`src/hw/rtl/fpr_pkg.sv`:
```
package fpr_pkg;

  localparam int FrameCount = 4;
  localparam int FrameIdxW  = (FrameCount > 1) ? $clog2(FrameCount) : 1;
  localparam int PageW      = 16;
  localparam int FrameW     = 2;
  localparam int CountW     = 32;

  // priority flags handed down the row of cells
  typedef struct packed {
    logic hit_seen;
    logic free_seen;
  } fpr_chain_t;

  // what each cell reports to the top level
  typedef struct packed {
    logic hit_sel;
    logic load;
    logic token;
  } fpr_cell_stat_t;

endpackage

```
`src/hw/rtl/fpr_cell.sv`:
```
module fpr_cell
  import fpr_pkg::*;
(
  input  logic                 clk_i,
  input  logic                 rst_ni,
  input  logic                 req_i,
  input  logic                 token_rst_i,
  input  logic [PageW-1:0]     page_i,
  input  fpr_chain_t           chain_i,
  input  logic                 any_hit_i,
  input  logic                 any_free_i,
  input  logic                 token_prev_i,
  output fpr_chain_t           chain_o,
  output fpr_cell_stat_t       stat_o,
  output logic [PageW-1:0]     page_o
);

  logic             valid_q, valid_d;
  logic [PageW-1:0] page_q;
  logic             token_q, token_d;
  logic             my_hit, my_free, sel_free, load;

  assign my_hit   = valid_q && (page_q == page_i);
  assign my_free  = !valid_q;
  assign sel_free = my_free && !chain_i.free_seen;

  // victim is the lowest free frame, else the cell that holds the oldest-load token
  assign load = req_i && !any_hit_i && (any_free_i ? sel_free : token_q);

  assign chain_o.hit_seen  = chain_i.hit_seen || my_hit;
  assign chain_o.free_seen = chain_i.free_seen || my_free;

  assign stat_o.hit_sel = my_hit && !chain_i.hit_seen;
  assign stat_o.load    = load;
  assign stat_o.token   = token_q;
  assign page_o         = page_q;

  assign valid_d = valid_q || load;
  // pass the token on to the next cell on every eviction
  assign token_d = (req_i && !any_hit_i && !any_free_i) ? token_prev_i : token_q;

  always_ff @(posedge clk_i or negedge rst_ni) begin
    if (!rst_ni) begin
      valid_q <= 1'b0;
      token_q <= token_rst_i;
    end else begin
      valid_q <= valid_d;
      token_q <= token_d;
    end
  end

  always_ff @(posedge clk_i) begin
    if (load) begin
      page_q <= page_i;
    end
  end

endmodule

```
`src/hw/rtl/fpr_sat_cnt.sv`:
```
module fpr_sat_cnt
  import fpr_pkg::*;
(
  input  logic              clk_i,
  input  logic              rst_ni,
  input  logic              inc_i,
  output logic [CountW-1:0] count_o
);

  logic [CountW-1:0] count_q, count_d;

  // hold at all ones
  assign count_d = (inc_i && (count_q != {CountW{1'b1}})) ? count_q + 1'b1 : count_q;
  assign count_o = count_q;

  always_ff @(posedge clk_i or negedge rst_ni) begin
    if (!rst_ni) begin
      count_q <= '0;
    end else begin
      count_q <= count_d;
    end
  end

endmodule

```
`src/hw/rtl/fifo_page_replacement.sv`:
```
// Channel   Direction  Handshake           Payload
// command   in         start / busy        page_i
// result    out        done_o (strobe)     hit_o, frame_o, evicted_valid_o, victim_page_o,
//                                          hit_total_o, fault_total_o
//
// One item per cycle: the result strobes in the cycle after start is taken.
// The figure is set by the compare and priority chain through the frame cells,
// all of which is combinational; busy stays low.
// Reset empties every frame and clears both counters; the oldest-load token sits in frame 0.
// The receiver cannot stall: each result is shown for exactly one cycle.
module fifo_page_replacement
  import fpr_pkg::*;
(
  input  logic              clk_i,
  input  logic              rst_ni,
  input  logic              start,
  output logic              busy,
  input  logic [PageW-1:0]  page_i,
  output logic              done_o,
  output logic              hit_o,
  output logic [FrameW-1:0] frame_o,
  output logic              evicted_valid_o,
  output logic [PageW-1:0]  victim_page_o,
  output logic [CountW-1:0] hit_total_o,
  output logic [CountW-1:0] fault_total_o
);

  logic                 req;
  fpr_chain_t           chain [FrameCount+1];
  fpr_cell_stat_t       stat  [FrameCount];
  logic [PageW-1:0]     cell_page [FrameCount];
  logic [FrameCount-1:0] tokens;
  logic                 any_hit, any_free;
  logic [FrameIdxW-1:0] frame_idx;
  logic [PageW-1:0]     ev_page;

  logic                 done_q;
  logic                 hit_q;
  logic [FrameW-1:0]    frame_q;
  logic                 ev_valid_q;
  logic [PageW-1:0]     ev_page_q;

  assign busy = 1'b0;
  assign req  = start && !busy;

  assign chain[0] = '0;
  assign any_hit  = chain[FrameCount].hit_seen;
  assign any_free = chain[FrameCount].free_seen;

  for (genvar g = 0; g < FrameCount; g++) begin : g_cell
    localparam int Prev = (g + FrameCount - 1) % FrameCount;
    fpr_cell u_cell (
      .clk_i        (clk_i),
      .rst_ni       (rst_ni),
      .req_i        (req),
      .token_rst_i  ((g == 0) ? 1'b1 : 1'b0),
      .page_i       (page_i),
      .chain_i      (chain[g]),
      .any_hit_i    (any_hit),
      .any_free_i   (any_free),
      .token_prev_i (tokens[Prev]),
      .chain_o      (chain[g+1]),
      .stat_o       (stat[g]),
      .page_o       (cell_page[g])
    );
    assign tokens[g] = stat[g].token;
  end

  // encode the selected frame and pick out the page being evicted
  always_comb begin
    frame_idx = '0;
    ev_page   = '0;
    for (int i = 0; i < FrameCount; i++) begin
      if (any_hit ? stat[i].hit_sel : stat[i].load) begin
        frame_idx = frame_idx | FrameIdxW'(i);
      end
      if (stat[i].load && !any_free) begin
        ev_page = ev_page | cell_page[i];
      end
    end
  end

  fpr_sat_cnt u_hits (
    .clk_i   (clk_i),
    .rst_ni  (rst_ni),
    .inc_i   (req && any_hit),
    .count_o (hit_total_o)
  );

  fpr_sat_cnt u_faults (
    .clk_i   (clk_i),
    .rst_ni  (rst_ni),
    .inc_i   (req && !any_hit),
    .count_o (fault_total_o)
  );

  always_ff @(posedge clk_i or negedge rst_ni) begin
    if (!rst_ni) begin
      done_q <= 1'b0;
    end else begin
      done_q <= req;
    end
  end

  always_ff @(posedge clk_i) begin
    if (req) begin
      hit_q      <= any_hit;
      frame_q    <= FrameW'(frame_idx);
      ev_valid_q <= !any_hit && !any_free;
      ev_page_q  <= ev_page;
    end
  end

  assign done_o          = done_q;
  assign hit_o           = hit_q;
  assign frame_o         = frame_q;
  assign evicted_valid_o = ev_valid_q;
  assign victim_page_o   = ev_page_q;

`ifndef SYNTH
  a_done_follows_req: assert property (@(posedge clk_i) disable iff (!rst_ni)
    req |=> done_o) else $error("item taken without result strobe");

  a_evict_only_on_fault: assert property (@(posedge clk_i) disable iff (!rst_ni)
    done_o && evicted_valid_o |-> !hit_o) else $error("eviction reported on a hit");

  a_token_onehot: assert property (@(posedge clk_i) disable iff (!rst_ni)
    $onehot(tokens)) else $error("oldest-load token lost or duplicated");

  a_load_single: assert property (@(posedge clk_i) disable iff (!rst_ni)
    req && !any_hit |=> $countones(tokens) == 1 && done_o && !hit_o)
    else $error("fault did not complete cleanly");
`endif

endmodule
```
`config.mk`:
```
export PLATFORM = sky130hd
export DESIGN_NAME = fifo_page_replacement
export DESIGN_NICKNAME = d
export VERILOG_FILES = /design/src/hw/rtl/fpr_pkg.sv /design/src/hw/rtl/fpr_cell.sv /design/src/hw/rtl/fpr_sat_cnt.sv /design/src/hw/rtl/fifo_page_replacement.sv
export SDC_FILE = /design/constraint.sdc
export NUM_CORES = 1
export LEC_CHECK = 0
export BUFFER_PORTS_ARGS = -buffer_cell sky130_fd_sc_hd__clkbuf_2
export CORE_UTILIZATION = 60
export DETAILED_ROUTE_END_ITERATION = 12
export PLACE_DENSITY = 0.88
export SKIP_LAST_GASP = 1
export SLEW_MARGIN = 25
export SYNTH_ARGS = -nofsm -noshare
export SYNTH_HDL_FRONTEND = slang
export SYNTH_SLANG_ARGS = --single-unit
```
`constraint.sdc`:
```
create_clock -name clk_i -period 6.7 [get_ports clk_i]
set_input_delay 1.34 -clock clk_i [delete_from_list [all_inputs] [get_ports clk_i]]
set_output_delay 1.34 -clock clk_i [all_outputs]
set_load 0.01 [all_outputs]
```
Word-level counts from Yosys, hierarchy flattened
Cells that the tools add are included.
Widths: inputs -> output; s select.
{"block": "classes", "add_sub_neg": 2, "eq_ne": 6, "mux": 12, "bitwise": 3, "n_reduce_logical": 46}
{"op": "$add 32x1->32 const B", "n": 2}
{"op": "$eq 16x16->1", "n": 4}
{"op": "$mux 16", "n": 4}
{"op": "$ne 32x32->1 const B", "n": 2}
{"op": "$or 16x16->16", "n": 3}
{"op": "$logic_and 1x1->1", "n": 24}
{"op": "$logic_not 1->1", "n": 11}
{"op": "$logic_or 1x1->1", "n": 10}
{"op": "$mux 1", "n": 8}
{"op": "$reduce_or 2->1", "n": 1}
{"block": "totals", "ff_bits": 157, "input_bits": 19, "elab_cells": 89}

Logic depth before layout (Yosys ltp)
{"block": "depth", "depth_word": 16, "depth_mapped": 10}

Worst setup path before layout
Ideal clock, no wire load.
{"block": "synth_path", "kind": "in2reg", "startpoint": "input port page_i[15]", "endpoint": "register g_cell[2].u_cell.page_q[0] (enable)", "arrival_time_ps": 3917, "t_required_ps": 6286, "slack_ps": 2369, "cell_stages": 10, "path_cell_list": "buf_2 -> xnor2_1 -> nor4b_1 -> nand4b_1 -> or4_1 -> and4_1 -> buf_6 -> clkbuf_1 -> nand2_1 -> a211oi_1"}
{"block": "synth_via", "elab_chain_len": 8, "word_cells_on_any_way": 14}
{"element": "start: declaration", "line_no": "fifo_page_replacement.sv:18", "source": "input logic [PageW-1:0] page_i,"}
{"element": "$eq 16x16->1", "line_no": "fpr_cell.sv:23", "source": "assign my_hit = valid_q && (page_q == page_i);"}
{"element": "$logic_and 1x1->1", "line_no": "fpr_cell.sv:23"}
{"element": "$logic_or 1x1->1 (2 in series)", "line_no": "fpr_cell.sv:30", "source": "assign chain_o.hit_seen = chain_i.hit_seen || my_hit;"}
{"element": "$logic_or 1x1->1 *", "line_no": "fpr_cell.sv:30"}
{"element": "$logic_not 1->1 *", "line_no": "fpr_cell.sv:28", "source": "assign load = req_i && !any_hit_i && (any_free_i ? sel_free : token_q);"}
{"element": "$logic_and 1x1->1 * (2 in series)", "line_no": "fpr_cell.sv:28"}
{"element": "via g_cell[2].u_cell.load", "line_no": "fpr_cell.sv:21", "source": "logic my_hit, my_free, sel_free, load;"}
{"element": "end signal: assignment", "line_no": "fpr_cell.sv:54", "source": "page_q <= page_i;"}
{"element": "end: declaration", "line_no": "fpr_cell.sv:19", "source": "logic [PageW-1:0] page_q;"}
Mark *: on every way through the listed nets, which the timed path passes. The rest lies on a longest branch.
A chain may end at the register's enable or synchronous reset.

Worst setup path in the final report
{"block": "layout_path", "startpoint": "input port page_i[4]", "endpoint": "register g_cell[3].u_cell.page_q[11] (enable)"}
{"block": "layout_via", "elab_chain_len": 8, "word_cells_on_any_way": 14}
{"element": "$eq 16x16->1", "line_no": "fpr_cell.sv:23"}
{"element": "$logic_and 1x1->1", "line_no": "fpr_cell.sv:23"}
{"element": "$logic_or 1x1->1 (2 in series)", "line_no": "fpr_cell.sv:30"}
{"element": "$logic_or 1x1->1 *", "line_no": "fpr_cell.sv:30"}
{"element": "$logic_not 1->1 *", "line_no": "fpr_cell.sv:28"}
{"element": "$logic_and 1x1->1 * (2 in series)", "line_no": "fpr_cell.sv:28"}
{"element": "via g_cell[3].u_cell.load", "line_no": "fpr_cell.sv:21"}
{"element": "end signal: assignment", "line_no": "fpr_cell.sv:54"}
{"element": "end: declaration", "line_no": "fpr_cell.sv:19"}
Marked as above.

==> flow_summary.ini <==
[sta]
worst_pin_slew_ps = 905
fin_crit_sh = 0.577
max_freq_mhz = 259
relSlewSlack = 0.395
rsz0062_at_grt = false
final-hold-violation-count = 0
fin_tns_setup_ps = 0
finalSetupViolCount = 0
timing.hold.ws_ps = 485
fin_ws_ps = 2830
skew_ps = 6.23
min_period_ps = 3870
drv_slew = 0

[grt]
grt_util_all_layers = 0.294
grt_max_degree = 74
grt-ovfl-total = 0
grt_pass1_wl_um = 28700
antenna_found_initial = 0
grt_pass1_vias = 5483

[worst_setup_path]
path_cells = clkbuf_2 -> xor2_1 -> nor2_1 -> nand4b_1 -> or4_1 -> and4_2 -> nand2_1 -> nor3_4
worstSetupPathType = primary input to flop
cp_data_arrival_time_ps = 3920
crit_buf_inv = 1
r2r-start = g_cell[2].u_cell.page_o[15]$_DFFE_PP_
worstSetupEndpointType = flop
slowest_delay_ps = 810
crit_slowest_cell = nor3_4
critPathTopFamily = simple AND/OR/NAND/NOR gates
startpoint_type = primary input
path_max_fanout = 27
critPathRequiredTime_ps = 6750
crit_start = page_i[4]

[worst_hold_path]
worstHoldPathType = flop to flop
hp-start = u_hits.count_o[27]$_DFFE_PN0P_

[synth]
synth-seq-cells = 157
synth.area.mux_share = 0.00900
netlist_instances = 616
synth_xor_area_frac = 0.147
synth_top_family_by_area = simple AND/OR/NAND/NOR gates
synth-seq-area-share = 0.580
ys_warn_count = 0
synth_nets = 637
synth_compound_area_frac = 0.0544
syn-cell-area_um2 = 7500
synth_fa_ha_area_frac = 0.00333
avgSynthCellArea_um2 = 12.2
synth-simple-area-share = 0.183
synth_edf_count = 84
synth_cell_types = 49
ys.flop_type = edfxtp_1
async_flop_share = 0.465

[clocking]
cts_tree = done
cts_buffer_depth = 2
cts_resized = 0
clk_pin_slew_ps = 60
clkSinkCount = 157
htree_levels = 4
cts_hold_buf = 0
insertion_delay_ps = 430
cts_made_buffers = 17
root_buffer = clkbuf_16
post_cts_buffers = 0

[status]
status = complete, no violations

[floorplanning]
start_util = 0.620
die_x_um = 114
die-height_um = 114
core_um2 = 12100
ios = 105
die_area_um2 = 13000
fp-row-count = 40

[drt]
wl_per_cell_um = 19.8
first_pass_iters = 5
first_iter_violations = 557
drc = 0
via_per_inst = 6.11
routed_wl_um = 17800
ant_nets = 0
vias = 5493

[finish]
fin_area_um2 = 8750
fin_nets = 739
multi_input_area_um2 = 3010
n_antenna_cell = 0
fill_cells = 851
area_delta_synth_final_pct = 16.6
drive_above_1_share = 0.227
layout_common_cells = clkbuf_2, edfxtp_1, dfrtp_1, xnor2_1, xor2_1
seqCellArea_um2 = 4350
final_common_cell = clkbuf_2

[placed_design]
hpwl_um = 11900
postPlaceCellArea_um2 = 8140
port_buffers = 103
gp_congestion = 0.937
pre_cts_ws_ps = 1950

[pwr]
pwr_density_cell_nw_per_um2 = 253
peakVddDrop_v = 0.000179
leakage_nw = 3.55

[job]
max_cap_viol_count = 0
layout make-up:
| type | count | share of cell area |
|---|---|---|
| clock inverters | 8 | 0.00543 |
| flip-flops and latches | 157 | 0.497 |
| multi-input cells | 426 | 0.344 |
| repair buffers | 109 | 0.0645 |
| inverters | 7 | 0.00300 |
| clock buffers | 24 | 0.0620 |
| well taps | 168 | 0.0240 |
report_power, final:
part | total (W) | internal (W) | leakage (nW) | switching (W)
Combinational | 0.000179 | 0.0000690 | 1.50 | 0.000110
Sequential | 0.00109 | 0.00105 | 1.74 | 0.0000357
Clock | 0.000945 | 0.000566 | 0.303 | 0.000379
metal layers:
metal | GRT usage | part of all wire | routed length (µm)
met5 | 0 | 0 | 0
met4 | 0.131 | 0.028 | 497
met3 | 0.0611 | 0.057 | 1020
met2 | 0.496 | 0.50 | 8880
met1 | 0.369 | 0.42 | 7440
metrics by stage:
step / instances / util / power [W]
after CTS: 898 / 0.721 / 0.00222
after floorplan: 616 / - / 0.00120
after detailed placement: 866 / 0.672 / 0.00129
after global routing: 899 / 0.723 / 0.00228
after global placement: 866 / 0.672 / 0.00128
final: 899 / 0.723 / 0.00222
cell usage after synthesis (2+ instances only):
master / count / area share
edfxtp_1: 84 / 0.34
dfrtp_1: 72 / 0.24
xnor2_1: 65 / 0.076
xor2_1: 61 / 0.071
nand2_1: 41 / 0.021
nand3_1: 36 / 0.024
nand4_1: 33 / 0.028
a22oi_1: 32 / 0.032
nor2_1: 26 / 0.013
a21oi_1: 17 / 0.011
clkbuf_1: 16 / 0.0080
and3_1: 15 / 0.013
nor3_1: 11 / 0.0073
nor3_2: 11 / 0.015
nor4_1: 11 / 0.0092
and4_1: 10 / 0.012
inv_1: 7 / 0.0035
mux2_1: 6 / 0.0090
buf_6: 5 / 0.0075
or2_1: 5 / 0.0042
or3_1: 4 / 0.0033
or4_1: 4 / 0.0040
buf_4: 3 / 0.0030
nor3b_1: 3 / 0.0030
nor4_2: 3 / 0.0050
nor4b_1: 3 / 0.0035
a21o_1: 2 / 0.0020
and2_1: 2 / 0.0017
buf_2: 2 / 0.0013
ha_1: 2 / 0.0033
nand2b_1: 2 / 0.0017
nand4b_1: 2 / 0.0023
nor2b_1: 2 / 0.0017
nor3b_2: 2 / 0.0033
o21ai_0: 2 / 0.0013
worst paths after layout:
check                                                             end  slack, ps  cells past startpoint
worst max register to register  g_cell[3].u_cell.page_o[11]$_DFFE_PP_       3520                      7
worst min register to register         u_hits.count_o[27]$_DFFE_PN0P_        480                      1
max in group asynchronous              u_hits.count_o[26]$_DFFE_PN0P_       5000                      2
worst max-delay path            g_cell[3].u_cell.page_o[11]$_DFFE_PP_       2830                      8
min in group asynchronous            u_faults.count_o[15]$_DFFE_PN0P_       1130                      2
worst min-delay path                   u_hits.count_o[27]$_DFFE_PN0P_        480                      1
logic make-up (layout without fill, tap and decap cells):
kind of cell	after synthesis	count (layout)
multiplexers	6	6
adder cells (fa/ha/maj)	2	2
XOR/XNOR	126	126
AND/OR/NAND/NOR	232	232
buffers and inverters	33	148
other	1	1
flip-flops	157	157
AO/OA/AOI/OAI	59	59
sequential cells by signal, summed over array words and instances (netlist names):
name	cells
g_cell.u_cell.token_q	4
evicted_valid_o	1
g_cell.u_cell.valid_q	4
frame_o	2
g_cell.u_cell.page_o	64
u_faults.count_o	32
u_hits.count_o	32
done_o	1
victim_page_o	16
hit_o	1
(Power assumes the default switching activity.)
